===== src/hdl/zrsp_pkg.sv =====
`timescale 1ns / 1ps
// Package: shared constants and types for the zero-run sample packer.
package zrsp_pkg;

	localparam int SampleW   = 8;
	localparam int MaxBytes  = 3;
	localparam int NumW      = $clog2(MaxBytes + 1);
	localparam int IdxW      = $clog2(MaxBytes);
	localparam int QueueDepth = 4;
	localparam int QPtrW     = $clog2(QueueDepth);
	localparam int QCntW     = $clog2(QueueDepth + 1);
	localparam int ApbAddrW  = 3;
	localparam int ApbDataW  = 32;

	localparam logic [SampleW-1:0] MarkerByte = 8'hFF;
	localparam logic [SampleW-1:0] ClampMax   = 8'd254;
	localparam logic [SampleW-1:0] RunLimit   = 8'd254;
	localparam logic [SampleW-1:0] ZeroByte   = 8'd0;
	localparam logic [SampleW-1:0] ThreshRst  = 8'd1;

	// register index, taken from paddr[2]
	localparam logic RegZeroThreshold = 1'b0;

	// bytes caused by one input word, in send order
	typedef struct packed {
		logic [NumW-1:0]                  num;
		logic [MaxBytes-1:0][SampleW-1:0] data;
	} zrsp_entry_t;

	function automatic logic [SampleW-1:0] clamp_sample(input logic [SampleW-1:0] s);
		return (s > ClampMax) ? ClampMax : s;
	endfunction

endpackage


===== src/hdl/zrsp_if.sv =====
`timescale 1ns / 1ps
// Interfaces: sample input channel and packed byte output channel.
interface zrsp_in_if;
	logic                        valid;
	logic                        ready;
	logic [zrsp_pkg::SampleW-1:0] sample;
	logic                        raw_mode;
	logic                        frame_start;
	logic                        frame_end;

	modport source (output valid, sample, raw_mode, frame_start, frame_end, input ready);
	modport sink   (input valid, sample, raw_mode, frame_start, frame_end, output ready);
endinterface

interface zrsp_out_if;
	logic                        valid;
	logic                        ready;
	logic [zrsp_pkg::SampleW-1:0] out_byte;
	logic                        last_of_item;

	modport source (output valid, out_byte, last_of_item, input ready);
	modport sink   (input valid, out_byte, last_of_item, output ready);
endinterface


===== src/hdl/zero_run_sample_packer.sv =====
`timescale 1ns / 1ps
// Top level of the zero-run sample packer.
//
// samples: one word per sample with raw_mode, frame_start and frame_end flags,
//   valid/ready handshake. stream: packed bytes, one word per byte, with
//   last_of_item set on the final byte a sample caused. A sample below the
//   zero_threshold register (compressed mode) may cause no byte at all.
// APB port: zero_threshold at address 0, reset value 1; write it only while
//   the block is idle.
// Path: a sample's bytes are written into the queue at the edge that takes
//   the sample, then pass through the output register onto stream.
// Throughput: samples are taken every cycle while the four-entry group queue
//   has room; stream moves one byte per cycle while ready is high, so each
//   byte of a sample takes its own slot. The output port sets the sustained rate.
// Reset clears the run count, the queue and the output valid; the threshold
//   returns to 1.
// When the receiver stalls, the output register holds its byte, the queue
//   fills, and samples.ready drops once the queue is full.
module zero_run_sample_packer (
	input  logic                          clk,
	input  logic                          arst_n,
	zrsp_in_if.sink                       samples,
	zrsp_out_if.source                    stream,
	input  logic                          psel,
	input  logic                          penable,
	input  logic                          pwrite,
	input  logic [zrsp_pkg::ApbAddrW-1:0] paddr,
	input  logic [zrsp_pkg::ApbDataW-1:0] pwdata,
	output logic [zrsp_pkg::ApbDataW-1:0] prdata,
	output logic                          pready
);

	logic [zrsp_pkg::SampleW-1:0] threshold_q;
	logic                         queue_full;
	logic                         push;
	logic                         pop;
	logic                         head_valid;
	zrsp_pkg::zrsp_entry_t        push_entry;
	zrsp_pkg::zrsp_entry_t        head;

	assign pready = 1'b1;
	assign prdata = (paddr[2] == zrsp_pkg::RegZeroThreshold)
		? zrsp_pkg::ApbDataW'(threshold_q) : '0;

	always_ff @(posedge clk or negedge arst_n) begin
		if (!arst_n) begin
			threshold_q <= zrsp_pkg::ThreshRst;
		end else if (psel && penable && pwrite && pready
			&& (paddr[2] == zrsp_pkg::RegZeroThreshold)) begin
			threshold_q <= pwdata[zrsp_pkg::SampleW-1:0];
		end
	end

	zrsp_front u_front (
		.clk        (clk),
		.arst_n     (arst_n),
		.samples    (samples),
		.threshold  (threshold_q),
		.queue_full (queue_full),
		.push       (push),
		.push_entry (push_entry)
	);

	zrsp_queue u_queue (
		.clk        (clk),
		.arst_n     (arst_n),
		.push       (push),
		.push_entry (push_entry),
		.full       (queue_full),
		.pop        (pop),
		.head_valid (head_valid),
		.head       (head)
	);

	zrsp_back u_back (
		.clk        (clk),
		.arst_n     (arst_n),
		.head_valid (head_valid),
		.head       (head),
		.pop        (pop),
		.stream     (stream)
	);

endmodule


===== src/hdl/zrsp_front.sv =====
`timescale 1ns / 1ps
// Front end: accepts samples, tracks the zero run and forms the byte group per word.
module zrsp_front (
	input  logic                         clk,
	input  logic                         arst_n,
	zrsp_in_if.sink                      samples,
	input  logic [zrsp_pkg::SampleW-1:0] threshold,
	input  logic                         queue_full,
	output logic                         push,
	output zrsp_pkg::zrsp_entry_t        push_entry
);

	logic [zrsp_pkg::SampleW-1:0] run_cnt_q;
	logic [zrsp_pkg::SampleW-1:0] run_nxt;
	logic                         accept;

	assign samples.ready = !queue_full;
	assign accept        = samples.valid && samples.ready;
	assign push          = accept && (push_entry.num != '0);

	always_comb begin
		logic [zrsp_pkg::MaxBytes:0][zrsp_pkg::SampleW-1:0] b;
		logic [zrsp_pkg::NumW-1:0]                          n;
		logic [zrsp_pkg::SampleW-1:0]                       cnt;
		b   = '0;
		n   = '0;
		cnt = run_cnt_q;

		if (samples.frame_start) begin
			b[n] = zrsp_pkg::MarkerByte;
			n    = n + 2'd1;
			cnt  = '0;
		end

		if (samples.raw_mode) begin
			b[n] = zrsp_pkg::clamp_sample(samples.sample);
			n    = n + 2'd1;
		end else if (samples.sample < threshold) begin
			if (cnt < zrsp_pkg::RunLimit - 8'd1) begin
				cnt = cnt + 8'd1;
			end else begin
				// full run: 0, 254
				b[n]        = zrsp_pkg::ZeroByte;
				b[n + 2'd1] = zrsp_pkg::RunLimit;
				n           = n + 2'd2;
				cnt         = '0;
			end
		end else begin
			if (cnt != '0) begin
				b[n]        = zrsp_pkg::ZeroByte;
				b[n + 2'd1] = cnt;
				n           = n + 2'd2;
				cnt         = '0;
			end
			b[n] = zrsp_pkg::clamp_sample(samples.sample);
			n    = n + 2'd1;
		end

		if (samples.frame_end && (cnt != '0)) begin
			b[n]        = zrsp_pkg::ZeroByte;
			b[n + 2'd1] = cnt;
			n           = n + 2'd2;
			cnt         = '0;
		end

		push_entry.num  = n;
		push_entry.data = b[zrsp_pkg::MaxBytes-1:0];
		run_nxt         = cnt;
	end

	always_ff @(posedge clk or negedge arst_n) begin
		if (!arst_n) begin
			run_cnt_q <= '0;
		end else if (accept) begin
			run_cnt_q <= run_nxt;
		end
	end

endmodule


===== src/hdl/zrsp_queue.sv =====
`timescale 1ns / 1ps
// Small queue of byte groups between the front and back ends.
module zrsp_queue (
	input  logic                  clk,
	input  logic                  arst_n,
	input  logic                  push,
	input  zrsp_pkg::zrsp_entry_t push_entry,
	output logic                  full,
	input  logic                  pop,
	output logic                  head_valid,
	output zrsp_pkg::zrsp_entry_t head
);

	zrsp_pkg::zrsp_entry_t          entries_q [zrsp_pkg::QueueDepth];
	logic [zrsp_pkg::QPtrW-1:0]     wr_ptr_q;
	logic [zrsp_pkg::QPtrW-1:0]     rd_ptr_q;
	logic [zrsp_pkg::QCntW-1:0]     fill_q;

	assign full       = (fill_q == zrsp_pkg::QCntW'(zrsp_pkg::QueueDepth));
	assign head_valid = (fill_q != '0);
	assign head       = entries_q[rd_ptr_q];

	always_ff @(posedge clk) begin
		if (push) begin
			entries_q[wr_ptr_q] <= push_entry;
		end
	end

	always_ff @(posedge clk or negedge arst_n) begin
		if (!arst_n) begin
			wr_ptr_q <= '0;
			rd_ptr_q <= '0;
			fill_q   <= '0;
		end else begin
			if (push) begin
				wr_ptr_q <= wr_ptr_q + 1'b1;
			end
			if (pop) begin
				rd_ptr_q <= rd_ptr_q + 1'b1;
			end
			if (push && !pop) begin
				fill_q <= fill_q + 1'b1;
			end else if (pop && !push) begin
				fill_q <= fill_q - 1'b1;
			end
		end
	end

endmodule


===== src/hdl/zrsp_back.sv =====
`timescale 1ns / 1ps
// Back end: sends each byte group through an output register, one byte per cycle while stream.ready is high.
module zrsp_back (
	input  logic                  clk,
	input  logic                  arst_n,
	input  logic                  head_valid,
	input  zrsp_pkg::zrsp_entry_t head,
	output logic                  pop,
	zrsp_out_if.source            stream
);

	logic [zrsp_pkg::IdxW-1:0]    idx_q;
	logic                         valid_q;
	logic [zrsp_pkg::SampleW-1:0] byte_q;
	logic                         last_q;
	logic                         load;
	logic                         final_byte;

	assign load       = head_valid && (!valid_q || stream.ready);
	assign final_byte = (zrsp_pkg::NumW'(idx_q) == head.num - 2'd1);
	assign pop        = load && final_byte;

	assign stream.valid        = valid_q;
	assign stream.out_byte     = byte_q;
	assign stream.last_of_item = last_q;

	always_ff @(posedge clk or negedge arst_n) begin
		if (!arst_n) begin
			valid_q <= 1'b0;
			idx_q   <= '0;
		end else begin
			if (load) begin
				valid_q <= 1'b1;
				idx_q   <= final_byte ? '0 : idx_q + 1'b1;
			end else if (stream.ready) begin
				valid_q <= 1'b0;
			end
		end
	end

	always_ff @(posedge clk) begin
		if (load) begin
			byte_q <= head.data[idx_q];
			last_q <= final_byte;
		end
	end

endmodule


===== src/flat_wrapper.sv =====
// flat-port wrapper written by rule: the top's interface ports become plain ports
module zero_run_sample_packer_flat 
  (clk, arst_n, psel, penable, pwrite, paddr, pwdata, prdata, pready, samples_valid, samples_sample, samples_raw_mode, samples_frame_start, samples_frame_end, samples_ready, stream_valid, stream_out_byte, stream_last_of_item, stream_ready);
  zrsp_in_if samples_i ();
  zrsp_out_if stream_i ();
  input  logic clk;
  input  logic arst_n;
  input  logic psel;
  input  logic penable;
  input  logic pwrite;
  input  logic [zrsp_pkg::ApbAddrW-1:0] paddr;
  input  logic [zrsp_pkg::ApbDataW-1:0] pwdata;
  output logic [zrsp_pkg::ApbDataW-1:0] prdata;
  output logic pready;
  input wire logic [$bits(samples_i.valid)-1:0] samples_valid;
  input wire logic [$bits(samples_i.sample)-1:0] samples_sample;
  input wire logic [$bits(samples_i.raw_mode)-1:0] samples_raw_mode;
  input wire logic [$bits(samples_i.frame_start)-1:0] samples_frame_start;
  input wire logic [$bits(samples_i.frame_end)-1:0] samples_frame_end;
  output wire logic [$bits(samples_i.ready)-1:0] samples_ready;
  output wire logic [$bits(stream_i.valid)-1:0] stream_valid;
  output wire logic [$bits(stream_i.out_byte)-1:0] stream_out_byte;
  output wire logic [$bits(stream_i.last_of_item)-1:0] stream_last_of_item;
  input wire logic [$bits(stream_i.ready)-1:0] stream_ready;
  assign samples_i.valid = samples_valid;
  assign samples_i.sample = samples_sample;
  assign samples_i.raw_mode = samples_raw_mode;
  assign samples_i.frame_start = samples_frame_start;
  assign samples_i.frame_end = samples_frame_end;
  assign samples_ready = samples_i.ready;
  assign stream_valid = stream_i.valid;
  assign stream_out_byte = stream_i.out_byte;
  assign stream_last_of_item = stream_i.last_of_item;
  assign stream_i.ready = stream_ready;
  zero_run_sample_packer u_core (.clk(clk), .arst_n(arst_n), .samples(samples_i), .stream(stream_i), .psel(psel), .penable(penable), .pwrite(pwrite), .paddr(paddr), .pwdata(pwdata), .prdata(prdata), .pready(pready));
endmodule

===== config.mk =====
export PLATFORM = sky130hd
export DESIGN_NAME = zero_run_sample_packer_flat
export DESIGN_NICKNAME = d
export VERILOG_FILES = /design/src/hdl/zrsp_pkg.sv /design/src/hdl/zrsp_if.sv /design/src/hdl/zero_run_sample_packer.sv /design/src/hdl/zrsp_front.sv /design/src/hdl/zrsp_queue.sv /design/src/hdl/zrsp_back.sv /design/src/flat_wrapper.sv
export SDC_FILE = /design/constraint.sdc
export NUM_CORES = 1
export LEC_CHECK = 0
export BUFFER_PORTS_ARGS = -buffer_cell sky130_fd_sc_hd__buf_4
export CORE_UTILIZATION = 53
export DETAILED_ROUTE_END_ITERATION = 16
export GPL_TIMING_DRIVEN = 0
export PLACE_DENSITY = 0.77
export REMOVE_ABC_BUFFERS = 1
export SYNTH_ARGS = -nofsm -noshare
export SYNTH_HDL_FRONTEND = slang
export SYNTH_HIERARCHICAL = 1
export SYNTH_SLANG_ARGS = --single-unit

===== constraint.sdc =====
create_clock -name clk -period 3.2 [get_ports clk]
set_input_delay 0.48 -clock clk [delete_from_list [all_inputs] [get_ports clk]]
set_output_delay 0.48 -clock clk [all_outputs]
set_load 0.05 [all_outputs]

==> impl_metrics.ini <==
[detailed_routing]
dr.pass1.iters = 7
avgViaCountPerCell = 6.315
drtIter0Drc = 761
routed_wl_mm = 17.76
route.vias.total = 5191
drc = 0
ant_nets = 0
wl_per_cell_um = 21.60

[clock_network]
cts.sinks = 139
clk_pin_slew_ps = 60
clk_latency_ps = 420
cts_max_level = 4
cts_tree = built
clock_tree.root_cell = clkbuf_16
cts_buffers = 17
clk_path_buf_depth = 2

[synthesis]
netlist_area_um2 = 7361
synth_compound_area_frac = 0.1275
synth_flop_cell = edfxtp_1
synth_area_per_cell_um2 = 13.36
async_flop_share = 0.1871
synthCells = 551
ys_seq_area_frac = 0.5495
synth_top_family_by_area = compound AO/OA/AOI/OAI gates
synthSimpleGateAreaFrac = 0.1020
muxShareOfSynthArea = 0.1171
synth-seq-cells = 139
synth_cell_types = 76
synth_edf_count = 113
synth_adder_area_share = 0.03162
synth_xor_area_frac = 0.01190
yosysWarnings = 6

[final_layout]
mostFrequentLayoutCells = 113 x edfxtp_1, 81 x buf_4, 35 x nand2_1
synthToLayoutAreaGrowth_pct = 21.76
fin_util = 0.6688
fin_nets = 704
drive_above_1_share = 0.3390
diodes = 0
mostFrequentLayoutCell = edfxtp_1

[placed_design]
pre_cts_slack_ps = -2097
gp_congestion = 0.8963
portBuffers = 45
dp_hpwl_mm = 10.43

[floorplan]
die_height_um = 119.9
die_w_um = 119.9
io_pins = 97
die_area_um2 = 14360
rows = 42
start_util = 0.5493
design.core.area_um2 = 13400

[timing]
period_needed_ps = 3330
skew_ps = 9.063
finalCritPeriodShare = 1.041
grt_setup_unrepaired = yes
hold_slack_ps = 290.3
setup_viol = 6
fin_ws_ps = -130.3
tightest_slew_ps = 874.7
slew_viol_final = 0
max_slew_margin = 0.4134
max_freq_mhz = 300.3
hold_viol = 0

[setup_path]
endpoint_kind = flip-flop
critPathKind = reg -> reg
crit_slowest_cell = dfrtp_1
required_ps = 3530
critPathMaxStageDelay_ps = 390
timing.critical_path.buf_inv = 3
cp_cell_sequence = inv_2 -> ha_4 -> a21o_1 -> a221oi_4 -> buf_4 -> o21ai_4 -> nor3_4 -> a221oi_4 -> a41oi_4 -> o21ba_4 -> ha_4 -> inv_2 -> fa_2 -> xor2_1 -> nor2_1 -> xor2_1
path_delay_family = compound AO/OA/AOI/OAI gates
worstPathArrival_ps = 3660
cp_max_fo = 5
startpoint_type = flip-flop

[pwr]
p_leak_nw = 3.365
p_seq_frac = 0.374
vdd_drop_max_uv = 418.9
p_int_w = 0.004852
power_frac_clock = 0.263
sw_frac_of_total = 0.3451
p_per_area_nw_per_um2 = 826.6
p_comb_frac = 0.363
net-switching-power_w = 0.002556

[status]
failed_checks = negative setup slack
outcome = finished, violations left

[global_route]
antenna_found_initial = 0
grt_usage = 0.2528
grt_max_degree = 35
grt_pass1_wl_mm = 26.82
overflow = 0
grt_pass1_vias = 5026

[worst_hold_path]
hold_class = in -> reg

[flow_run]
cap_violations = 0
==> stage by stage <==
step	instances	cell area (um2)	setup TNS (ps)	power (W)
6_report	822	8962	-317.8	0.007408
5_1_grt	822	8962	-1165	0.007723
4_1_cts	803	8726	-101.0	0.007242
3_5_place_dp	745	7687	-323270	0.005090
3_3_place_gp	744	7666	-316740	0.004964
2_1_floorplan	523	7108	-91020	0.004410
==> cell type report <==
class / instances / area [um2]
fill: 906 / 4438
multi-input combinational: 362 / 3281
clock inverter: 12 / 137.6
tap: 176 / 220.2
clock buffer: 20 / 456.7
sequential: 139 / 4049
inverter: 26 / 110.1
timing repair buffer: 87 / 708.2
==> power by group through the flow <==
stage | logic, W | registers (W) | clock network [W]
global route | 0.00286 | 0.00281 | 0.00205
floorplan | 0.00142 | 0.00299 | 0
global placement | 0.00209 | 0.00288 | 0
detailed placement | 0.00228 | 0.00281 | 0
finish | 0.00269 | 0.00277 | 0.00194
CTS | 0.00251 | 0.00277 | 0.00196
==> cells in the mapped netlist, drive strengths merged (3+ instances only) <==
library cell	instances	area, um2
mux2	13	146.4
xor2	5	43.79
or3	3	18.77
o31ai	4	35.03
dfrtp	25	625.6
a31oi	4	40.04
nor3	11	60.06
a41oi	3	71.32
a21o	3	22.52
nand4	5	31.28
buf	38	290.3
o21a	4	31.28
inv	25	93.84
mux4	26	615.6
a211oi	8	60.06
nand2	38	142.6
mux2i	10	100.1
o21ai	25	140.1
xnor2	5	43.79
a22o	8	70.07
and2b	8	70.07
and3	5	31.28
and2	8	52.56
nand3	9	45.04
ha	17	212.7
nor4	4	25.02
o22ai	9	62.56
o211ai	4	30.03
nor2	17	63.81
clkbuf	13	48.80
nand2b	13	81.33
edfxtp	113	3393
a21oi	28	140.1
nor2b	8	50.05
==> worst paths after layout <==
kind                                     startpoint                    endpoint  slack (ps)  depth (start not counted)
max                           u_core/threshold_q[5]    u_core/u_queue/fill_q[2]        -130                         16
min                                       pwdata[1]       u_core/threshold_q[1]         290                          2
max reg2reg                   u_core/threshold_q[5]    u_core/u_queue/fill_q[2]        -130                         16
min reg2reg                u_core/u_queue/fill_q[2]    u_core/u_queue/fill_q[2]         510                          1
max in group asynchronous                    arst_n       u_core/threshold_q[0]        2360                          2
min in group asynchronous                    arst_n  u_core/u_back/stream.valid         520                          2
==> timing repair <==
action | CTS | global route
buffers inserted | 25 | 15
gates cloned | 0 | 4
hold endpoints to repair | 25 | 0
setup endpoints to repair | 209 | 174
gates resized for setup | 57 | 19
pin swaps | 20 | 21
hold buffers | 1 | 0
==> layer usage <==
layer  GRT usage  share of wire  vias to the layer above
li1            -              -                     2243
met1      0.3151           0.38                     2568
met2      0.4191           0.50                      293
met3     0.05181          0.074                       87
met4      0.1281          0.046                        0
met5           0              0                        -
==> cell families after synthesis <==
group | after synthesis
simple gates | 135
mux | 49
compound gates | 121
xor+xnor | 10
other cells | 2
fa+ha+maj | 18
buf+inv | 77
flops | 139
==> flip-flops by register name, summed over array words and instances (netlist names) <==
| register | flops |
|---|---|
| u_core/u_queue/entries_q | 104 |
| u_core/threshold_q | 8 |
| u_core/u_back/stream.out_byte | 8 |
| u_core/u_front/run_cnt_q | 8 |
| u_core/u_queue/fill_q | 3 |
| u_core/u_back/idx_q | 2 |
| u_core/u_queue/rd_ptr_q | 2 |
| u_core/u_queue/wr_ptr_q | 2 |
| u_core/u_back/stream.last_of_item | 1 |
| u_core/u_back/stream.valid | 1 |
Power figures use the tool's default switching activity.
